--- src/sv/nvq_pkg.sv ---
// Shared constants, widths and controller/datapath command types for the
// normal vector byte quantizer. No dependencies.
`default_nettype none

package nvq_pkg;

   localparam int VEC_W  = 16;   // input component, signed Q2.13
   localparam int CODE_W = 8;    // output byte code
   localparam int TOL_W  = 16;   // length tolerance, unsigned Q0.16

   localparam logic [TOL_W-1:0] TOL_RESET = 16'd1966;

   localparam int SEARCH_RADIUS = 2;

   localparam int RAD_W  = 58;   // square-root radicand
   localparam int ROOT_W = 29;   // square-root result
   localparam int NUM_W  = 59;   // divider dividend / quotient
   localparam int DEN_W  = 29;   // divider divisor
   localparam int NRM_W  = 32;   // normalised component, signed Q1.30
   localparam int ACC_W  = 42;   // shared sum of products
   localparam int ERR_W  = 36;   // candidate score

   typedef enum logic [3:0] {
      OP_NONE,
      OP_LOAD,
      OP_SQ_ACC,
      OP_ACC_CLR,
      OP_SET_ZERO,
      OP_SQRT_LEN,
      OP_NDIV_START,
      OP_N_STORE,
      OP_CSQ_ACC,
      OP_SQRT_CAND,
      OP_DOT_ACC,
      OP_DDIV_START,
      OP_SCORE,
      OP_ADVANCE,
      OP_EMIT
   } op_type;

   typedef struct packed {
      op_type     op;
      logic [1:0] idx;
   } cmd_type;

   typedef struct packed {
      logic zero;
      logic sq_done;
      logic div_done;
      logic pass;
      logic last;
      logic rsp_busy;
   } stat_type;

endpackage

`default_nettype wire

--- src/sv/nvq_ctrl.sv ---
// Sequencer: steps the datapath through normalise, pack and candidate search.
// Depends on nvq_pkg.
`default_nettype none

module nvq_ctrl import nvq_pkg::*; (
   input  wire logic     clock,
   input  wire logic     reset,
   input  wire logic     req_valid,
   output logic          req_ready,
   input  wire stat_type stat,
   output cmd_type       cmd
);

   typedef enum logic [3:0] {
      S_IDLE, S_SQ, S_ZCHK, S_LEN, S_NSTART, S_NDIV, S_CAND, S_CSQ,
      S_CSQRT, S_CWAIT, S_DOT, S_DDIV, S_DWAIT, S_NEXT, S_OUT
   } state_type;

   state_type  state_ff;
   logic [1:0] idx_ff;

   always_ff @(posedge clock) begin
      if (reset) begin
         state_ff <= S_IDLE;
         idx_ff   <= 2'd0;
      end else begin
         case (state_ff)
            S_IDLE: begin
               if (req_valid) begin
                  state_ff <= S_SQ;
                  idx_ff   <= 2'd0;
               end
            end
            S_SQ: begin
               if (idx_ff == 2'd2) begin
                  state_ff <= S_ZCHK;
                  idx_ff   <= 2'd0;
               end else begin
                  idx_ff <= idx_ff + 2'd1;
               end
            end
            S_ZCHK:   state_ff <= stat.zero ? S_OUT : S_LEN;
            S_LEN:    if (stat.sq_done) state_ff <= S_NDIV;
            S_NSTART: state_ff <= S_NDIV;
            S_NDIV: begin
               if (stat.div_done) begin
                  if (idx_ff == 2'd2) begin
                     state_ff <= S_CAND;
                     idx_ff   <= 2'd0;
                  end else begin
                     state_ff <= S_NSTART;
                     idx_ff   <= idx_ff + 2'd1;
                  end
               end
            end
            S_CAND: begin
               state_ff <= S_CSQ;
               idx_ff   <= 2'd0;
            end
            S_CSQ: begin
               if (idx_ff == 2'd2) begin
                  state_ff <= S_CSQRT;
                  idx_ff   <= 2'd0;
               end else begin
                  idx_ff <= idx_ff + 2'd1;
               end
            end
            S_CSQRT:  state_ff <= S_CWAIT;
            S_CWAIT: begin
               if (stat.sq_done) begin
                  state_ff <= stat.pass ? S_DOT : S_NEXT;
                  idx_ff   <= 2'd0;
               end
            end
            S_DOT: begin
               if (idx_ff == 2'd2) begin
                  state_ff <= S_DDIV;
                  idx_ff   <= 2'd0;
               end else begin
                  idx_ff <= idx_ff + 2'd1;
               end
            end
            S_DDIV:   state_ff <= S_DWAIT;
            S_DWAIT:  if (stat.div_done) state_ff <= S_NEXT;
            S_NEXT:   state_ff <= stat.last ? S_OUT : S_CAND;
            S_OUT:    if (!stat.rsp_busy) state_ff <= S_IDLE;
            default:  state_ff <= S_IDLE;
         endcase
      end
   end

   always_comb begin
      cmd.op    = OP_NONE;
      cmd.idx   = idx_ff;
      req_ready = 1'b0;
      case (state_ff)
         S_IDLE: begin
            req_ready = 1'b1;
            if (req_valid) cmd.op = OP_LOAD;
         end
         S_SQ:     cmd.op = OP_SQ_ACC;
         S_ZCHK:   cmd.op = stat.zero ? OP_SET_ZERO : OP_SQRT_LEN;
         S_LEN:    if (stat.sq_done) cmd.op = OP_NDIV_START;
         S_NSTART: cmd.op = OP_NDIV_START;
         S_NDIV:   if (stat.div_done) cmd.op = OP_N_STORE;
         S_CAND:   cmd.op = OP_ACC_CLR;
         S_CSQ:    cmd.op = OP_CSQ_ACC;
         S_CSQRT:  cmd.op = OP_SQRT_CAND;
         S_CWAIT:  if (stat.sq_done && stat.pass) cmd.op = OP_ACC_CLR;
         S_DOT:    cmd.op = OP_DOT_ACC;
         S_DDIV:   cmd.op = OP_DDIV_START;
         S_DWAIT:  if (stat.div_done) cmd.op = OP_SCORE;
         S_NEXT:   if (!stat.last) cmd.op = OP_ADVANCE;
         S_OUT:    if (!stat.rsp_busy) cmd.op = OP_EMIT;
         default:  cmd.op = OP_NONE;
      endcase
   end

endmodule

`default_nettype wire

--- config.mk ---
export PLATFORM = sky130hd
export DESIGN_NAME = nvq_ctrl
export DESIGN_NICKNAME = d
export VERILOG_FILES = /design/src/sv/nvq_pkg.sv /design/src/sv/nvq_ctrl.sv
export SDC_FILE = /design/constraint.sdc
export NUM_CORES = 1
export LEC_CHECK = 0
export ABC_CLOCK_PERIOD_IN_PS = 2500
export BUFFER_PORTS_ARGS = -buffer_cell sky130_fd_sc_hd__buf_2
export CORE_MARGIN = 2
export CORE_UTILIZATION = 33
export CTS_CLUSTER_SIZE = 14
export DETAILED_ROUTE_END_ITERATION = 10
export GPL_TIMING_DRIVEN = 0
export PLACE_DENSITY_LB_ADDON = 0.2
export SETUP_SLACK_MARGIN = 0.05
export SYNTH_ARGS = -nofsm -noshare
export SYNTH_HDL_FRONTEND = slang
export SYNTH_SLANG_ARGS = --single-unit
export TNS_END_PERCENT = 30
--- constraint.sdc ---
create_clock -name clock -period 2.5 [get_ports clock]
set_input_delay 0.375 -clock clock [delete_from_list [all_inputs] [get_ports clock]]
set_output_delay 0.375 -clock clock [all_outputs]
set_load 0.05 [all_outputs]
==> results.sh, run 1 <==
export IMPL_status="completed"
export IMPL_synth_flop_cell="dfxtp_1"
export IMPL_h_tree_depth=1
export IMPL_cts_root_buf="clkbuf_4"
export IMPL_cp_end_kind="primary output"
export IMPL_reg2reg_from="state_ff[1]"
export IMPL_grt_pass1_wl_microns=3850
export IMPL_synth_compound_area_frac=0.368
export IMPL_hold_buffers=0
export IMPL_cpMostUsedCell="buf_4"
export IMPL_synth_edf_count=0
export IMPL_syn2layout_area_growth_pct=18.6
export IMPL_min_from="reset"
export IMPL_grt_total_usage=0.177
export IMPL_synthesis_nets=126
export IMPL_vias_per_cell=6.01
export IMPL_synth_area_sq_um=841
export IMPL_drt_drc_violations_left=0
export IMPL_post_cts_buffers=0
export IMPL_clock_path_buffers=2
export IMPL_reg2reg_slack_ns=0.80
export IMPL_dp_hpwl_microns=1790
export IMPL_grt_max_degree=11
export IMPL_period_minus_slack_ns=2.37
export IMPL_tightest_slew_ns=0.502
export IMPL_path_class="flip-flop to primary output"
export IMPL_ir_drop_mv=0.838
export IMPL_crit_slowest_cell="clkbuf_1"
export IMPL_yosysMostFrequentCell="a21oi_1"
export IMPL_design_power_total_w=0.00120
export IMPL_syn_avg_cell_area_sq_um=7.19
export IMPL_synth_fa_ha_area_frac=0
export IMPL_slew_violations=0
export IMPL_cts_sinks=6
export IMPL_synth_top_family_by_area="simple AND/OR/NAND/NOR gates"
export IMPL_synth_seq_cells=6
export IMPL_crit_family="buffers and inverters"
export IMPL_vias=992
export IMPL_ys_warn_count=0
export IMPL_portBuffers=15
export IMPL_ys_seq_area_frac=0.143
export IMPL_io_pins=16
export IMPL_maxSlewHeadroom=0.665
export IMPL_antenna_found_initial=0
export IMPL_cp_required_ns=2.12
export IMPL_final_core_util=0.406
export IMPL_holdWs_ns=0.411
export IMPL_holdPathStages=2
export IMPL_min_period_over_period=0.950
export IMPL_layout_setup_ws_ns=0.125
export IMPL_async_reset_ff_frac=0
export IMPL_power_leakage_nw=0.363
export IMPL_grt_pass1_vias=844
export IMPL_maxCapViolCount=0
export IMPL_wire_per_inst_microns=14.4
export IMPL_rows=18
export IMPL_dieArea_sq_um=2970
export IMPL_synth_mux_area_frac=0.0119
export IMPL_synth_area_leaders="dfxtp_1 (14%), a21oi_1 (6.0%), o21ai_0 (5.4%), buf_2 (4.2%), nand2b_1 (3.7%)"
export IMPL_fin_nets=146
export IMPL_synth_xor_area_share=0
export IMPL_chipWidth_microns=54.5
export IMPL_diodes=0
export IMPL_worstHoldEndpoint="idx_ff[0]"
export IMPL_cp_max_fo=10
export IMPL_start_kind="flip-flop"
export IMPL_cts_tree="done"
export IMPL_drt_initial_drc_count=48
export IMPL_crit_path_cell_trace="buf_4, clkbuf_1, nand2_1, nor3_1, a31oi_1, o211ai_1, buf_4"
export IMPL_multiInputGateArea_sq_um=639
export IMPL_dp_slack_ns=0.272
export IMPL_yosys_area_share_simple=0.374
export IMPL_layout_drive_gt1_share=0.281
export IMPL_antenna_left=0
export IMPL_start_util=0.343
export IMPL_max_freq_mhz=421
export IMPL_clk_pin_slew_ns=0.05
export IMPL_r2r_cells=6
export IMPL_routed_wl_microns=2370
export IMPL_power_density_nw_per_um2=1210
export IMPL_drt_first_pass_iters=4
export IMPL_max_stage_delay_ns=0.42
export IMPL_seq_area_sq_um=120
export IMPL_synthTopCellsByCount="a21oi_1 (10), o21ai_0 (9), buf_2 (7)"
export IMPL_final_hold_viol_count=0
export IMPL_worst_skew_pair_late_latency_ns=0.25
export IMPL_overflow=0
export IMPL_fillers=264
export IMPL_cts_buffers=3
export IMPL_coreArea_sq_um=2450
export IMPL_synthCells=117
export IMPL_die_h_microns=54.5
export IMPL_critPathBufInv=3
export IMPL_regToRegEndpoint="state_ff[3]"
export IMPL_yosysTopAreaCell="dfxtp_1"
export IMPL_holdCritPathClass="input port to flip-flop"
export IMPL_ys_types=42
export IMPL_setup_violations_final=0
export IMPL_skew_ns=0.00693
export IMPL_setup_tns_ns=0
export IMPL_place_congestion=0.807
export IMPL_synth_top_area_share=0.143
export IMPL_crit_arrival_ns=2.00
export IMPL_rsz0062_at_grt="yes"
## routing by layer
layer  track usage  part of all wire  up-vias
met1         0.244              0.45      464
met4        0.0667             0.020        0
li1              -                 -      482
met3        0.0246             0.057        6
met5             0                 0        -
met2         0.277              0.47       40
## placed cells by master, fill, tap and decap left out, types with 3 or more instances in the layout
cell / count
o21ai_0: 9
nor2_1: 6
a21oi_1: 10
buf_2: 17
nand2b_1: 5
dfxtp_1: 6
nor2b_1: 4
nor3_1: 5
o21ai_1: 5
buf_4: 5
a211oi_1: 3
nand3b_1: 3
o211ai_1: 4
clkbuf_4: 5
nand2_1: 6
inv_1: 6
## sequential cells by signal, indices dropped and copies added, names as in the netlist
register	count
idx_ff	2
state_ff	4
## worst max-delay path by stage
| stage | startpoint | to | slack, ns | cells after the start |
|---|---|---|---|---|
| after floorplan | state_ff[1] | cmd[4] | -0.02 | 6 |
| final | state_ff[3] | cmd[2] | 0.13 | 7 |
| after detailed placement | state_ff[0] | cmd[5] | 0.27 | 7 |
| after CTS | state_ff[1] | cmd[4] | 0.04 | 7 |
| after global routing | state_ff[3] | cmd[2] | -0.01 | 7 |
| after global placement | state_ff[0] | cmd[5] | 0.22 | 7 |
## per-stage QoR
stage | cells | cell area, sq um
finish | 165 | 997
global route | 165 | 997
CTS | 165 | 983
detailed placement | 162 | 960
global placement | 162 | 960
floorplan | 117 | 847
## layout make-up
class | instances | share of cell area
multi-input combinational | 92 | 0.641
sequential | 6 | 0.120
timing repair buffer | 15 | 0.0803
buffer | 12 | 0.0715
tap | 30 | 0.0376
inverter | 7 | 0.0263
clock buffer | 3 | 0.0226
## cell families after synthesis
logic type / Yosys count
multiplexers: 1
flip-flops: 6
AO/OA/AOI/OAI: 44
buffers and inverters: 19
AND/OR/NAND/NOR: 47
## power by group
| group | internal, W | switching, W |
|---|---|---|
| combinational | 0.000339 | 0.000621 |
| sequential | 0.000126 | 0.0000291 |
| clock | 0.0000542 | 0.0000337 |
| total | 0.000520 | 0.000684 |
## timing repair
action	CTS	global route
hold endpoints to repair	0	0
resized for setup	1	10
setup endpoints to repair	4	4
## worst reg2reg max path, stage by stage (launching register included)
cell       delay (ns)
dfxtp_1          0.30
buf_2            0.18
and4b_4          0.23
o32ai_4          0.28
nand4_4          0.19
a2111oi_2        0.32
a211oi_1         0.08
No activity file was read; power rests on OpenSTA's default activity.
==> run 2, diff against run 1 <==
Settings changed: SETUP_SLACK_MARGIN 0.05 to 0.2.
==> run 2 against run 1 <==
Setup slack better by 0.16 ns. Global-route usage rose by 0.17 points. Flip-flop and latch count stayed put. Cell count stayed put. Register-to-register slack about the same. Combinational power grew 2.6%. Sequential power hardly changed. Clock power about the same. Power increased by 2.2%. Largest cell class unchanged.
==> results.sh, run 2 (same netlist as run 1, synthesis figures left out) <==
export IMPL_status="completed"
export IMPL_antenna_found_initial=0
export IMPL_drt_first_pass_iters=4
export IMPL_final_hold_viol_count=0
export IMPL_tightest_slew_ns=0.320
export IMPL_drt_drc_violations_left=0
export IMPL_die_h_microns=54.5
export IMPL_clk_pin_slew_ns=0.05
export IMPL_layout_drive_gt1_share=0.304
export IMPL_critPathBufInv=4
export IMPL_vias_per_cell=6.08
export IMPL_drt_initial_drc_count=17
export IMPL_holdWs_ns=0.409
export IMPL_fin_nets=146
export IMPL_overflow=0
export IMPL_crit_arrival_ns=1.84
export IMPL_path_class="flip-flop to primary output"
export IMPL_placed_cells=162
export IMPL_grt_pass1_wl_microns=3880
export IMPL_crit_slowest_cell="a221o_1"
export IMPL_start_util=0.343
export IMPL_coreArea_sq_um=2450
export IMPL_cts_resized=7
export IMPL_largest_reg_flops=4
export IMPL_min_period_over_period=0.887
export IMPL_power_density_nw_per_um2=1210
export IMPL_wire_per_inst_microns=14.7
export IMPL_rows=18
export IMPL_io_pins=16
export IMPL_dieArea_sq_um=2970
export IMPL_start_kind="flip-flop"
export IMPL_stdcell_area_sq_um=1020
export IMPL_clock_path_buffers=2
export IMPL_maxCapViolCount=0
export IMPL_fin_cells=165
export IMPL_syn2layout_area_growth_pct=21.1
export IMPL_cp_end_kind="primary output"
export IMPL_max_stage_delay_ns=0.35
export IMPL_hold_buffers=0
export IMPL_skew_ns=0.00875
export IMPL_holdCritPathClass="input port to flip-flop"
export IMPL_most_common_layout_cells="buf_2 (15), a21oi_1 (10), o21ai_0 (9)"
export IMPL_crit_family="buffers and inverters"
export IMPL_cts_root_buf="clkbuf_4"
export IMPL_portBuffers=15
export IMPL_final_common_cell="buf_2"
export IMPL_place_congestion=0.807
export IMPL_h_tree_depth=1
export IMPL_vias=1004
export IMPL_cts_sinks=6
export IMPL_cts_buffers=3
export IMPL_grt_total_usage=0.179
export IMPL_rsz0062_at_grt="yes"
export IMPL_antenna_left=0
export IMPL_grt_max_degree=11
export IMPL_layout_setup_ws_ns=0.282
export IMPL_chipWidth_microns=54.5
export IMPL_routed_wl_microns=2420
export IMPL_setup_violations_final=0
export IMPL_max_freq_mhz=451
export IMPL_period_minus_slack_ns=2.22
export IMPL_grt_pass1_vias=847
export IMPL_cp_required_ns=2.12
export IMPL_largest_register="state_ff"
export IMPL_power_leakage_nw=0.369
export IMPL_place_area_sq_um=960
export IMPL_slew_violations=0
export IMPL_dp_slack_ns=0.272
export IMPL_reg2reg_from="state_ff[1]"
export IMPL_cp_max_fo=10
export IMPL_dp_hpwl_microns=1790
export IMPL_final_core_util=0.415
export IMPL_cts_tree="done"
export IMPL_post_cts_buffers=0
export IMPL_crit_start="state_ff[1]"
export IMPL_crit_path_cell_trace="clkbuf_4, buf_6, buf_4, o21ai_0, a221o_1, o21ai_0, buf_4"
export IMPL_min_from="reset"
export IMPL_worst_skew_pair_late_latency_ns=0.25
export IMPL_ir_drop_mv=0.869
export IMPL_diodes=0
export IMPL_reg_top3="state_ff (4), idx_ff (2)"
export IMPL_maxSlewHeadroom=0.786
==> run 2: per-stage QoR <==
stage	power (W)	TNS, ns
5_1_grt	0.00131	0
3_5_place_dp	0.00108	0
6_report	0.00123	0
3_3_place_gp	0.00109	0
2_1_floorplan	0.000903	-0.0162
4_1_cts	0.00120	0
==> run 2: report_power, final <==
part	internal [W]	switching, W	leakage (nW)	total (W)
combinational	0.000357	0.000628	0.306	0.000985
clock	0.0000542	0.0000337	0.0138	0.0000879
sequential	0.000127	0.0000293	0.0496	0.000156
==> run 2: path summary, 6_finish.rpt <==
path | endpoint | slack (ns) | depth (start not counted)
max reg2reg | state_ff[3] | 0.81 | 6
max | cmd[4] | 0.28 | 7
min | idx_ff[1] | 0.41 | 2
min reg2reg | idx_ff[1] | 0.55 | 2
==> run 2: worst register-to-register path: cells and delay by family, from the launching register on <==
family	cells	cell delay [ns]
and+or+nand+nor	2	0.42
DFF	1	0.31
AOI/OAI and AO/OA	3	0.67
buffers and inverters	1	0.18
==> run 2: metal layers <==
layer	GRT usage	vias to the layer above	wire length (microns)
met2	0.283	45	1150
met4	0.0667	0	33
met3	0.0246	4	175
met1	0.244	472	1070
met5	0	-	0
li1	-	483	-
==> run 2: layout make-up <==
cell class | instances | area (sq um)
fill | 262 | 1440
multi-input combinational | 92 | 644
sequential | 6 | 121
buffer | 12 | 83.8
timing repair buffer | 15 | 82.6
tap | 30 | 37.5
inverter | 7 | 26.3
clock buffer | 3 | 22.5
