`src/sv/nvq_pkg.sv`:
```
// Shared constants, widths and controller/datapath command types for the
// normal vector byte quantizer. No dependencies.
`default_nettype none

package nvq_pkg;

   localparam int VEC_W  = 16;   // input component, signed Q2.13
   localparam int CODE_W = 8;    // output byte code
   localparam int TOL_W  = 16;   // length tolerance, unsigned Q0.16

   localparam logic [TOL_W-1:0] TOL_RESET = 16'd1966;

   localparam int SEARCH_RADIUS = 2;

   localparam int RAD_W  = 58;   // square-root radicand
   localparam int ROOT_W = 29;   // square-root result
   localparam int NUM_W  = 59;   // divider dividend / quotient
   localparam int DEN_W  = 29;   // divider divisor
   localparam int NRM_W  = 32;   // normalised component, signed Q1.30
   localparam int ACC_W  = 42;   // shared sum of products
   localparam int ERR_W  = 36;   // candidate score

   typedef enum logic [3:0] {
      OP_NONE,
      OP_LOAD,
      OP_SQ_ACC,
      OP_ACC_CLR,
      OP_SET_ZERO,
      OP_SQRT_LEN,
      OP_NDIV_START,
      OP_N_STORE,
      OP_CSQ_ACC,
      OP_SQRT_CAND,
      OP_DOT_ACC,
      OP_DDIV_START,
      OP_SCORE,
      OP_ADVANCE,
      OP_EMIT
   } op_type;

   typedef struct packed {
      op_type     op;
      logic [1:0] idx;
   } cmd_type;

   typedef struct packed {
      logic zero;
      logic sq_done;
      logic div_done;
      logic pass;
      logic last;
      logic rsp_busy;
   } stat_type;

endpackage

`default_nettype wire

```
`src/sv/nvq_sqrt.sv`:
```
// Iterative integer square root, one result bit per cycle (floor).
// Depends on nvq_pkg.
`default_nettype none

module nvq_sqrt import nvq_pkg::*; (
   input  wire logic              clock,
   input  wire logic              reset,
   input  wire logic              start,
   input  wire logic [RAD_W-1:0]  radicand,
   output logic      [ROOT_W-1:0] root,
   output logic                   done
);

   localparam int STEPS = RAD_W / 2;
   localparam int CNT_W = $clog2(STEPS);

   logic [RAD_W-1:0]  rad_ff;
   logic [ROOT_W+1:0] rem_ff;
   logic [ROOT_W-1:0] root_ff;
   logic [CNT_W-1:0]  cnt_ff;
   logic              busy_ff;
   logic              done_ff;
   logic [ROOT_W+3:0] rem_sh;
   logic [ROOT_W+3:0] trial;
   logic [ROOT_W+3:0] diff;
   logic              take;

   assign rem_sh = {rem_ff, rad_ff[RAD_W-1 -: 2]};
   assign trial  = {2'b00, root_ff, 2'b01};
   assign diff   = rem_sh - trial;
   assign take   = rem_sh >= trial;

   always_ff @(posedge clock) begin
      if (reset) begin
         busy_ff <= 1'b0;
         done_ff <= 1'b0;
         cnt_ff  <= '0;
      end else begin
         done_ff <= 1'b0;
         if (start) begin
            busy_ff <= 1'b1;
            cnt_ff  <= '0;
         end else if (busy_ff) begin
            if (cnt_ff == CNT_W'(STEPS - 1)) begin
               busy_ff <= 1'b0;
               done_ff <= 1'b1;
            end else begin
               cnt_ff <= cnt_ff + 1'b1;
            end
         end
      end
   end

   always_ff @(posedge clock) begin
      if (start) begin
         rad_ff  <= radicand;
         rem_ff  <= '0;
         root_ff <= '0;
      end else if (busy_ff) begin
         rad_ff <= {rad_ff[RAD_W-3:0], 2'b00};
         if (take) begin
            rem_ff  <= diff[ROOT_W+1:0];
            root_ff <= {root_ff[ROOT_W-2:0], 1'b1};
         end else begin
            rem_ff  <= rem_sh[ROOT_W+1:0];
            root_ff <= {root_ff[ROOT_W-2:0], 1'b0};
         end
      end
   end

   assign root = root_ff;
   assign done = done_ff;

endmodule

`default_nettype wire

```
`src/sv/nvq_div.sv`:
```
// Restoring unsigned divider, one quotient bit per cycle.
// Depends on nvq_pkg.
`default_nettype none

module nvq_div import nvq_pkg::*; (
   input  wire logic             clock,
   input  wire logic             reset,
   input  wire logic             start,
   input  wire logic [NUM_W-1:0] dividend,
   input  wire logic [DEN_W-1:0] divisor,
   output logic      [NUM_W-1:0] quot,
   output logic                  done
);

   localparam int CNT_W = $clog2(NUM_W);

   logic [NUM_W-1:0] num_ff;
   logic [DEN_W-1:0] rem_ff;
   logic [DEN_W-1:0] den_ff;
   logic [CNT_W-1:0] cnt_ff;
   logic             busy_ff;
   logic             done_ff;
   logic [DEN_W:0]   rem_sh;
   logic [DEN_W:0]   diff;
   logic             take;

   assign rem_sh = {rem_ff, num_ff[NUM_W-1]};
   assign diff   = rem_sh - {1'b0, den_ff};
   assign take   = rem_sh >= {1'b0, den_ff};

   always_ff @(posedge clock) begin
      if (reset) begin
         busy_ff <= 1'b0;
         done_ff <= 1'b0;
         cnt_ff  <= '0;
      end else begin
         done_ff <= 1'b0;
         if (start) begin
            busy_ff <= 1'b1;
            cnt_ff  <= '0;
         end else if (busy_ff) begin
            if (cnt_ff == CNT_W'(NUM_W - 1)) begin
               busy_ff <= 1'b0;
               done_ff <= 1'b1;
            end else begin
               cnt_ff <= cnt_ff + 1'b1;
            end
         end
      end
   end

   // dividend bits leave at the top while quotient bits enter at the bottom
   always_ff @(posedge clock) begin
      if (start) begin
         num_ff <= dividend;
         rem_ff <= '0;
         den_ff <= divisor;
      end else if (busy_ff) begin
         num_ff <= {num_ff[NUM_W-2:0], take};
         rem_ff <= take ? diff[DEN_W-1:0] : rem_sh[DEN_W-1:0];
      end
   end

   assign quot = num_ff;
   assign done = done_ff;

endmodule

`default_nettype wire

```
`src/sv/nvq_dp.sv`:
```
// Datapath: operand registers, shared multiplier, square-root and divider units,
// candidate cursor, best-score tracking and output word. Depends on nvq_pkg.
`default_nettype none

module nvq_dp import nvq_pkg::*; (
   input  wire logic                    clock,
   input  wire logic                    reset,
   input  wire cmd_type                 cmd,
   output stat_type                     stat,
   input  wire logic signed [VEC_W-1:0] vec_x,
   input  wire logic signed [VEC_W-1:0] vec_y,
   input  wire logic signed [VEC_W-1:0] vec_z,
   input  wire logic                    csr_wr_en,
   input  wire logic [TOL_W-1:0]        csr_wr_data,
   output logic                         rsp_valid,
   input  wire logic                    rsp_ready,
   output logic [CODE_W-1:0]            code_r,
   output logic [CODE_W-1:0]            code_g,
   output logic [CODE_W-1:0]            code_b
);

   localparam logic [CODE_W-1:0] RAD   = CODE_W'(SEARCH_RADIUS);
   localparam logic [CODE_W-1:0] MAXB  = '1;
   localparam logic [CODE_W-1:0] MIDB  = 8'd128;

   logic signed [VEC_W-1:0]  vec_ff [3];
   logic signed [NRM_W-1:0]  n_ff   [3];
   logic [CODE_W-1:0]        lo_ff  [3];
   logic [CODE_W-1:0]        hi_ff  [3];
   logic [CODE_W-1:0]        cur_ff [3];
   logic [CODE_W-1:0]        best_ff[3];
   logic [CODE_W-1:0]        out_ff [3];
   logic signed [ACC_W-1:0]  acc_ff;
   logic [ERR_W-1:0]         best_e_ff;
   logic                     found_ff;
   logic                     neg_ff;
   logic [TOL_W-1:0]         tol_ff;
   logic                     rsp_valid_ff;

   logic signed [VEC_W-1:0]  d [3];
   logic signed [NRM_W-1:0]  mul_a;
   logic signed [VEC_W-1:0]  mul_b;
   logic signed [NRM_W+VEC_W-1:0] prod;
   logic signed [VEC_W-1:0]  vsel;
   logic [VEC_W-1:0]         vabs;
   logic [ACC_W-1:0]         acc_abs;

   logic                     sq_start, sq_done;
   logic [RAD_W-1:0]         sq_rad;
   logic [ROOT_W-1:0]        sq_root;
   logic                     div_start, div_done;
   logic [NUM_W-1:0]         div_num;
   logic [NUM_W-1:0]         div_quot;

   logic signed [NRM_W-1:0]  n_new;
   logic [NRM_W-1:0]         n_bias;
   logic [NRM_W+7:0]         t_pack;
   logic [CODE_W:0]          b9;
   logic [CODE_W-1:0]        start_b;
   logic [CODE_W-1:0]        lo_b, hi_b;

   logic [ROOT_W:0]          a_lim, b_lim, lo_r, hi_r, root_x;
   logic                     pass;

   logic signed [ERR_W-1:0]  dot, dot_err;
   logic [ERR_W-1:0]         e_abs;
   logic                     last;

   for (genvar i = 0; i < 3; i++) begin : g_dec
      assign d[i] = $signed({7'd0, cur_ff[i], 1'b0}) - 16'sd255;
   end

   assign vsel = vec_ff[cmd.idx];
   assign vabs = vsel[VEC_W-1] ? VEC_W'(-vsel) : vsel;
   assign acc_abs = acc_ff[ACC_W-1] ? ACC_W'(-acc_ff) : acc_ff;

   always_comb begin
      case (cmd.op)
         OP_SQ_ACC: begin
            mul_a = NRM_W'(vsel);
            mul_b = vsel;
         end
         OP_CSQ_ACC: begin
            mul_a = NRM_W'(d[cmd.idx]);
            mul_b = d[cmd.idx];
         end
         OP_DOT_ACC: begin
            mul_a = n_ff[cmd.idx];
            mul_b = d[cmd.idx];
         end
         default: begin
            mul_a = '0;
            mul_b = '0;
         end
      endcase
   end
   assign prod = mul_a * mul_b;

   // length of input in Q.26, candidate radius in Q.16
   assign sq_start = (cmd.op == OP_SQRT_LEN) || (cmd.op == OP_SQRT_CAND);
   assign sq_rad   = (cmd.op == OP_SQRT_LEN) ? {acc_ff[31:0], 26'd0}
                                             : {8'd0, acc_ff[17:0], 32'd0};

   assign div_start = (cmd.op == OP_NDIV_START) || (cmd.op == OP_DDIV_START);
   assign div_num   = (cmd.op == OP_NDIV_START) ? {vabs, 43'd0}
                                                : {1'b0, acc_abs, 16'd0};

   nvq_sqrt u_sqrt (
      .clock    (clock),
      .reset    (reset),
      .start    (sq_start),
      .radicand (sq_rad),
      .root     (sq_root),
      .done     (sq_done)
   );

   nvq_div u_div (
      .clock    (clock),
      .reset    (reset),
      .start    (div_start),
      .dividend (div_num),
      .divisor  (sq_root),
      .quot     (div_quot),
      .done     (div_done)
   );

   // normalised component and its direct byte packing
   assign n_new   = vsel[VEC_W-1] ? -$signed(div_quot[NRM_W-1:0])
                                  : $signed(div_quot[NRM_W-1:0]);
   assign n_bias  = NRM_W'(n_new + 32'sd1073741824);
   assign t_pack  = ({n_bias, 8'd0} - {8'd0, n_bias}) + 40'h0040000000;
   assign b9      = t_pack[NRM_W+7 -: CODE_W+1];
   assign start_b = b9[CODE_W] ? MAXB : b9[CODE_W-1:0];
   assign lo_b    = (start_b < RAD) ? '0 : start_b - RAD;
   assign hi_b    = (start_b > MAXB - RAD) ? MAXB : start_b + RAD;

   // floor(r/255) within tol of one, tested on r itself
   assign a_lim  = (ROOT_W+1)'(17'h10000 - {1'b0, tol_ff});
   assign b_lim  = (ROOT_W+1)'(18'h10000) + (ROOT_W+1)'(tol_ff);
   assign lo_r   = (a_lim << 8) - a_lim;
   assign hi_r   = (b_lim << 8) - b_lim + (ROOT_W+1)'(254);
   assign root_x = {1'b0, sq_root};
   assign pass   = (root_x >= lo_r) && (root_x <= hi_r);

   assign dot     = neg_ff ? -$signed({2'b00, div_quot[ERR_W-3:0]})
                           : $signed({2'b00, div_quot[ERR_W-3:0]});
   assign dot_err = dot - 36'sd1073741824;
   assign e_abs   = dot_err[ERR_W-1] ? ERR_W'(-dot_err) : dot_err;

   assign last = (cur_ff[0] == hi_ff[0]) && (cur_ff[1] == hi_ff[1]) &&
                 (cur_ff[2] == hi_ff[2]);

   always_ff @(posedge clock) begin
      if (reset) begin
         tol_ff       <= TOL_RESET;
         rsp_valid_ff <= 1'b0;
         found_ff     <= 1'b0;
      end else begin
         if (csr_wr_en) tol_ff <= csr_wr_data;
         if (cmd.op == OP_EMIT) rsp_valid_ff <= 1'b1;
         else if (rsp_ready) rsp_valid_ff <= 1'b0;
         if (cmd.op == OP_LOAD) found_ff <= 1'b0;
         else if (cmd.op == OP_SCORE) found_ff <= 1'b1;
      end
   end

   always_ff @(posedge clock) begin
      case (cmd.op)
         OP_LOAD: begin
            vec_ff[0] <= vec_x;
            vec_ff[1] <= vec_y;
            vec_ff[2] <= vec_z;
            acc_ff    <= '0;
         end
         OP_SQ_ACC, OP_CSQ_ACC, OP_DOT_ACC: acc_ff <= acc_ff + ACC_W'(prod);
         OP_ACC_CLR: acc_ff <= '0;
         OP_SET_ZERO: begin
            best_ff[0] <= MIDB;
            best_ff[1] <= MIDB;
            best_ff[2] <= MIDB;
         end
         OP_N_STORE: begin
            n_ff[cmd.idx]    <= n_new;
            lo_ff[cmd.idx]   <= lo_b;
            hi_ff[cmd.idx]   <= hi_b;
            cur_ff[cmd.idx]  <= lo_b;
            best_ff[cmd.idx] <= start_b;
         end
         OP_DDIV_START: neg_ff <= acc_ff[ACC_W-1];
         OP_SCORE: begin
            if (!found_ff || (e_abs < best_e_ff)) begin
               best_e_ff <= e_abs;
               best_ff   <= cur_ff;
            end
         end
         OP_ADVANCE: begin
            // z fastest, then y, then x
            if (cur_ff[2] != hi_ff[2]) begin
               cur_ff[2] <= cur_ff[2] + 1'b1;
            end else begin
               cur_ff[2] <= lo_ff[2];
               if (cur_ff[1] != hi_ff[1]) begin
                  cur_ff[1] <= cur_ff[1] + 1'b1;
               end else begin
                  cur_ff[1] <= lo_ff[1];
                  cur_ff[0] <= cur_ff[0] + 1'b1;
               end
            end
         end
         OP_EMIT: out_ff <= best_ff;
         default: ;
      endcase
   end

   assign stat.zero     = (acc_ff == '0);
   assign stat.sq_done  = sq_done;
   assign stat.div_done = div_done;
   assign stat.pass     = pass;
   assign stat.last     = last;
   assign stat.rsp_busy = rsp_valid_ff && !rsp_ready;

   assign rsp_valid = rsp_valid_ff;
   assign code_r    = out_ff[0];
   assign code_g    = out_ff[1];
   assign code_b    = out_ff[2];

`ifndef NO_ASSERTIONS
   a_emit_free: assert property (@(posedge clock) disable iff (reset)
      (cmd.op == OP_EMIT) |-> (!rsp_valid_ff || rsp_ready))
      else $error("result word overwritten while still waiting");

   a_len_nonzero: assert property (@(posedge clock) disable iff (reset)
      (cmd.op == OP_SQRT_LEN) |-> (acc_ff != '0))
      else $error("normalising a zero vector");

   a_score_found: assert property (@(posedge clock) disable iff (reset)
      (cmd.op == OP_SCORE) |=> found_ff)
      else $error("score taken but no best recorded");

   a_cursor_range: assert property (@(posedge clock) disable iff (reset)
      (cmd.op == OP_ADVANCE) |=> (cur_ff[2] >= lo_ff[2] && cur_ff[2] <= hi_ff[2]))
      else $error("candidate cursor left its window");
`endif

endmodule

`default_nettype wire

```
`config.mk`:
```
export PLATFORM = sky130hd
export DESIGN_NAME = nvq_dp
export DESIGN_NICKNAME = d
export VERILOG_FILES = /design/src/sv/nvq_pkg.sv /design/src/sv/nvq_sqrt.sv /design/src/sv/nvq_div.sv /design/src/sv/nvq_dp.sv
export SDC_FILE = /design/constraint.sdc
export NUM_CORES = 2
export LEC_CHECK = 0
export CORE_ASPECT_RATIO = 0.5
export CORE_MARGIN = 1.5
export CORE_UTILIZATION = 30
export DETAILED_ROUTE_END_ITERATION = 8
export DONT_BUFFER_PORTS = 1
export SYNTH_ARGS = -nofsm -noshare
export SYNTH_HDL_FRONTEND = slang
export SYNTH_HIERARCHICAL = 1
export SYNTH_SLANG_ARGS = --single-unit
export TNS_END_PERCENT = 30
```
`constraint.sdc`:
```
create_clock -name clock -period 10.6 [get_ports clock]
set_input_delay 0.53 -clock clock [delete_from_list [all_inputs] [get_ports clock]]
set_output_delay 0.53 -clock clock [all_outputs]
set_load 0.01 [all_outputs]
```
==> results.cfg <==
[clock_network]
clock_sinks = 603
clkTransAtPathRegs_ps = 60
numCtsBuffers = 69
cts_root_buffer = clkbuf_16
cts_setup_buffers = 0
ctsHtreeMaxLevel = 3
cts_tree = built
cts_buffer_depth = 3
clock_latency_ps = 680

[logic_synthesis]
synth.distinct_cells = 103
postSynthAreaPerCell_um2 = 9.43
synth_cells = 5850
yosysWarnings = 6
ys_seq_area_share_pct = 30.6
synthFlopType = edfxtp_1
synth_seq_cells = 603
async_reset_ff_share_pct = 0
synth-edff-count = 481
syn-cell-area_mm2 = 0.0552

[detailed_routing]
drtIter0Drc = 3444
wl_met2_um = 71800
routed.top_layer = met4
routed_wl_um = 158000
vias = 42100
viasPerCell = 5.03
antenna_left = 0
wl_per_cell_um = 18.8
m1WireLength_um = 69600
drc = 0
dr.pass1.iters = 6
wl_met3_um = 10100

[critical_path]
reg2reg_depth = 24
r2r-end = acc_ff[37]$_SDFFCE_PP0P_
critPathArrivalTime_ps = 9380
end_kind = flip-flop
cp.depth = 24
critPathBufInv = 4
crit_fanout = 14
regToRegSetupSlack_ps = 1660
slowest_delay_ps = 940
endpoint = acc_ff[37]$_SDFFCE_PP0P_
critPathTopFamily = adder cells
path_cells = mux2_2, o22ai_1, nand2_1, o21ai_1, buf_4, inv_1, nor2_1, fa_1, fa_1, fa_1, fa_1, fa_1, inv_1, fa_1, inv_1, ha_1, nand4_1, o21ai_0, a21oi_1, o31ai_1, a31oi_1, o21ai_0, a21boi_0, o21a_1
timing.critical_path.from = cur_ff[15]$_DFFE_PP_
crit_type = reg -> reg
start_kind = flip-flop
r2r-start = cur_ff[15]$_DFFE_PP_
cpMostUsedCell = fa_1
slowest_stage = o31ai_1
cp.required_ps = 11040

[finish]
fill_cells = 18700
finalNetCount = 6782
area_growth_pct = 11.1
layout-drive-gt1-share_pct = 7.67
final_cell_mix = 691 x inv_1, 680 x nor2_1, 634 x nand2_1
final_common_cell = inv_1
final_core_utilization_pct = 33.5

[timing]
setup_violations = 0
fin_crit_sh_pct = 84.3
fin_tns_setup_ps = 0
tightest_slew_ps = 1250
slew_viol_final = 0
fin_ws_ps = 1660
slew_headroom_pct = 15.9
max_freq_ghz = 0.112
finalHoldViolCount = 0
finalCriticalPeriod_ps = 8940
finClkSkew_ps = 41.7
rsz0062_at_grt = false

[run_status]
status = finished, final reports clean

[global_route]
grt_overflow = 0
antenna_found_initial = 7
grt_pass1_wl_um = 246000
grt_max_degree = 114
grt_pass1_vias = 42300
grtUsageTotal_pct = 16.8

[floorplan]
die_x_um = 609
ios = 105
num_rows = 111
dieArea_mm2 = 0.187
initial_core_util_pct = 30.2
core-area_mm2 = 0.183
die_y_um = 306

[power]
p_leak_nw = 25.3
peakVddDrop_uv = 134
powerDensity_mw_per_mm2 = 155

[placed_design]
place_congestion = 0.932
dp_hpwl_um = 120000
portBuffers = 0
dp_slack_ps = 1460

[hold_path]
hp-class = in -> reg

[run]
maxCapViolations = 0
area by class of cell:
| cell class | count | area [µm²] | area share (%) |
|---|---|---|---|
| timing repair buffer | 182 | 1550 | 2.52 |
| clock inverter | 43 | 515 | 0.841 |
| multi-input combinational | 4331 | 34900 | 56.9 |
| antenna | 1 | 2.50 | 0.00408 |
| tap | 2429 | 3040 | 4.96 |
| inverter | 694 | 2610 | 4.25 |
| clock buffer | 81 | 1850 | 3.01 |
| sequential | 603 | 16900 | 27.6 |
how the worst min path moves through the flow:
| stage | startpoint | to | slack [ps] | depth (start not counted) |
|---|---|---|---|---|
| after floorplan | acc_ff[41]$_SDFFCE_PP0P_ | neg_ff$_DFFE_PN_ | 420 | 0 |
| after global placement | best_ff[8]$_SDFFCE_PN0P_ | code_g[0]$_DFFE_PP_ | 430 | 0 |
| after detailed placement | best_ff[8]$_SDFFCE_PN0P_ | code_g[0]$_DFFE_PP_ | 440 | 0 |
| after CTS | csr_wr_data[0] | tol_ff[0]$_SDFFE_PP0P_ | 20 | 2 |
| after global routing | csr_wr_data[0] | tol_ff[0]$_SDFFE_PP0P_ | 40 | 2 |
| final | csr_wr_data[0] | tol_ff[0]$_SDFFE_PP0P_ | 70 | 2 |
what timing repair did:
item	4_1_cts	5_1_grt
gates resized for setup	0	0
hold endpoints to repair	66	0
hold buffers	72	0
routing by layer:
| metal | global-route usage, % | vias up |
|---|---|---|
| li1 | - | 19800 |
| met3 | 2.89 | 283 |
| met4 | 5.96 | 0 |
| met2 | 27.5 | 1272 |
| met5 | 0 | - |
| met1 | 22.3 | 20700 |
power breakdown:
part | internal, mW | leakage, nW | total (mW) | switching, mW
Combinational | 1.50 | 18.8 | 3.85 | 2.35
Sequential | 2.88 | 5.44 | 3.14 | 0.259
Clock | 1.46 | 1.15 | 2.53 | 1.07
Total | 5.85 | 25.3 | 9.52 | 3.67
stage by stage:
step	total power, mW	cells	hold slack [ps]	instance area (µm²)
global placement	6.95	8167	430	58200
detailed placement	6.97	8167	440	58200
finish	9.52	8364	66.0	61300
floorplan	6.02	5893	424	55300
CTS	9.58	8363	15.4	61300
global route	10.2	8363	37.9	61300
cells by family after synthesis:
logic type	share of synthesized area [%]
multiplexers	4.92
adder cells (fa/ha/maj)	25.2
buffers and inverters	6.69
other	0.0136
AND/OR/NAND/NOR	15.2
flip-flops	30.6
AO/OA/AOI/OAI	11.5
XOR/XNOR	5.82
registers in the layout, summed over array words and instances (netlist names), 31 cells and up:
| register | cells |
|---|---|
| u_div/quot | 59 |
| acc_ff | 42 |
| u_sqrt/rad_ff | 58 |
| u_sqrt/rem_ff | 31 |
| vec_ff | 48 |
| n_ff | 96 |
| best_e_ff | 36 |
Yosys cell counts (all sizes together) (15+ instances only):
cell type,number,share of area [%]
or2,28,0.32
o21a,57,0.78
or3,58,0.67
nand2,637,4.3
o31ai,38,0.52
fa,474,17
mux2i,118,2.1
ha,353,8.0
clkbuf,219,1.5
nor4,27,0.32
nor3,84,0.78
and2,33,0.37
o21bai,26,0.35
nand3,77,0.70
nand2b,42,0.48
nor2,687,4.7
o22ai,24,0.27
xor2,164,2.6
a21boi,15,0.20
xnor2,202,3.2
nor2b,44,0.50
and3,47,0.53
buf,46,0.48
a211oi,36,0.51
inv,691,4.7
edfxtp,481,26
o21ai,237,2.2
mux2,136,2.8
a311oi,45,0.86
a31oi,25,0.28
a21oi,235,2.2
a21o,88,1.2
nand4,55,0.62
o211ai,26,0.38
dfxtp,122,4.4
Note: power is estimated with default switching activity, not from simulation.
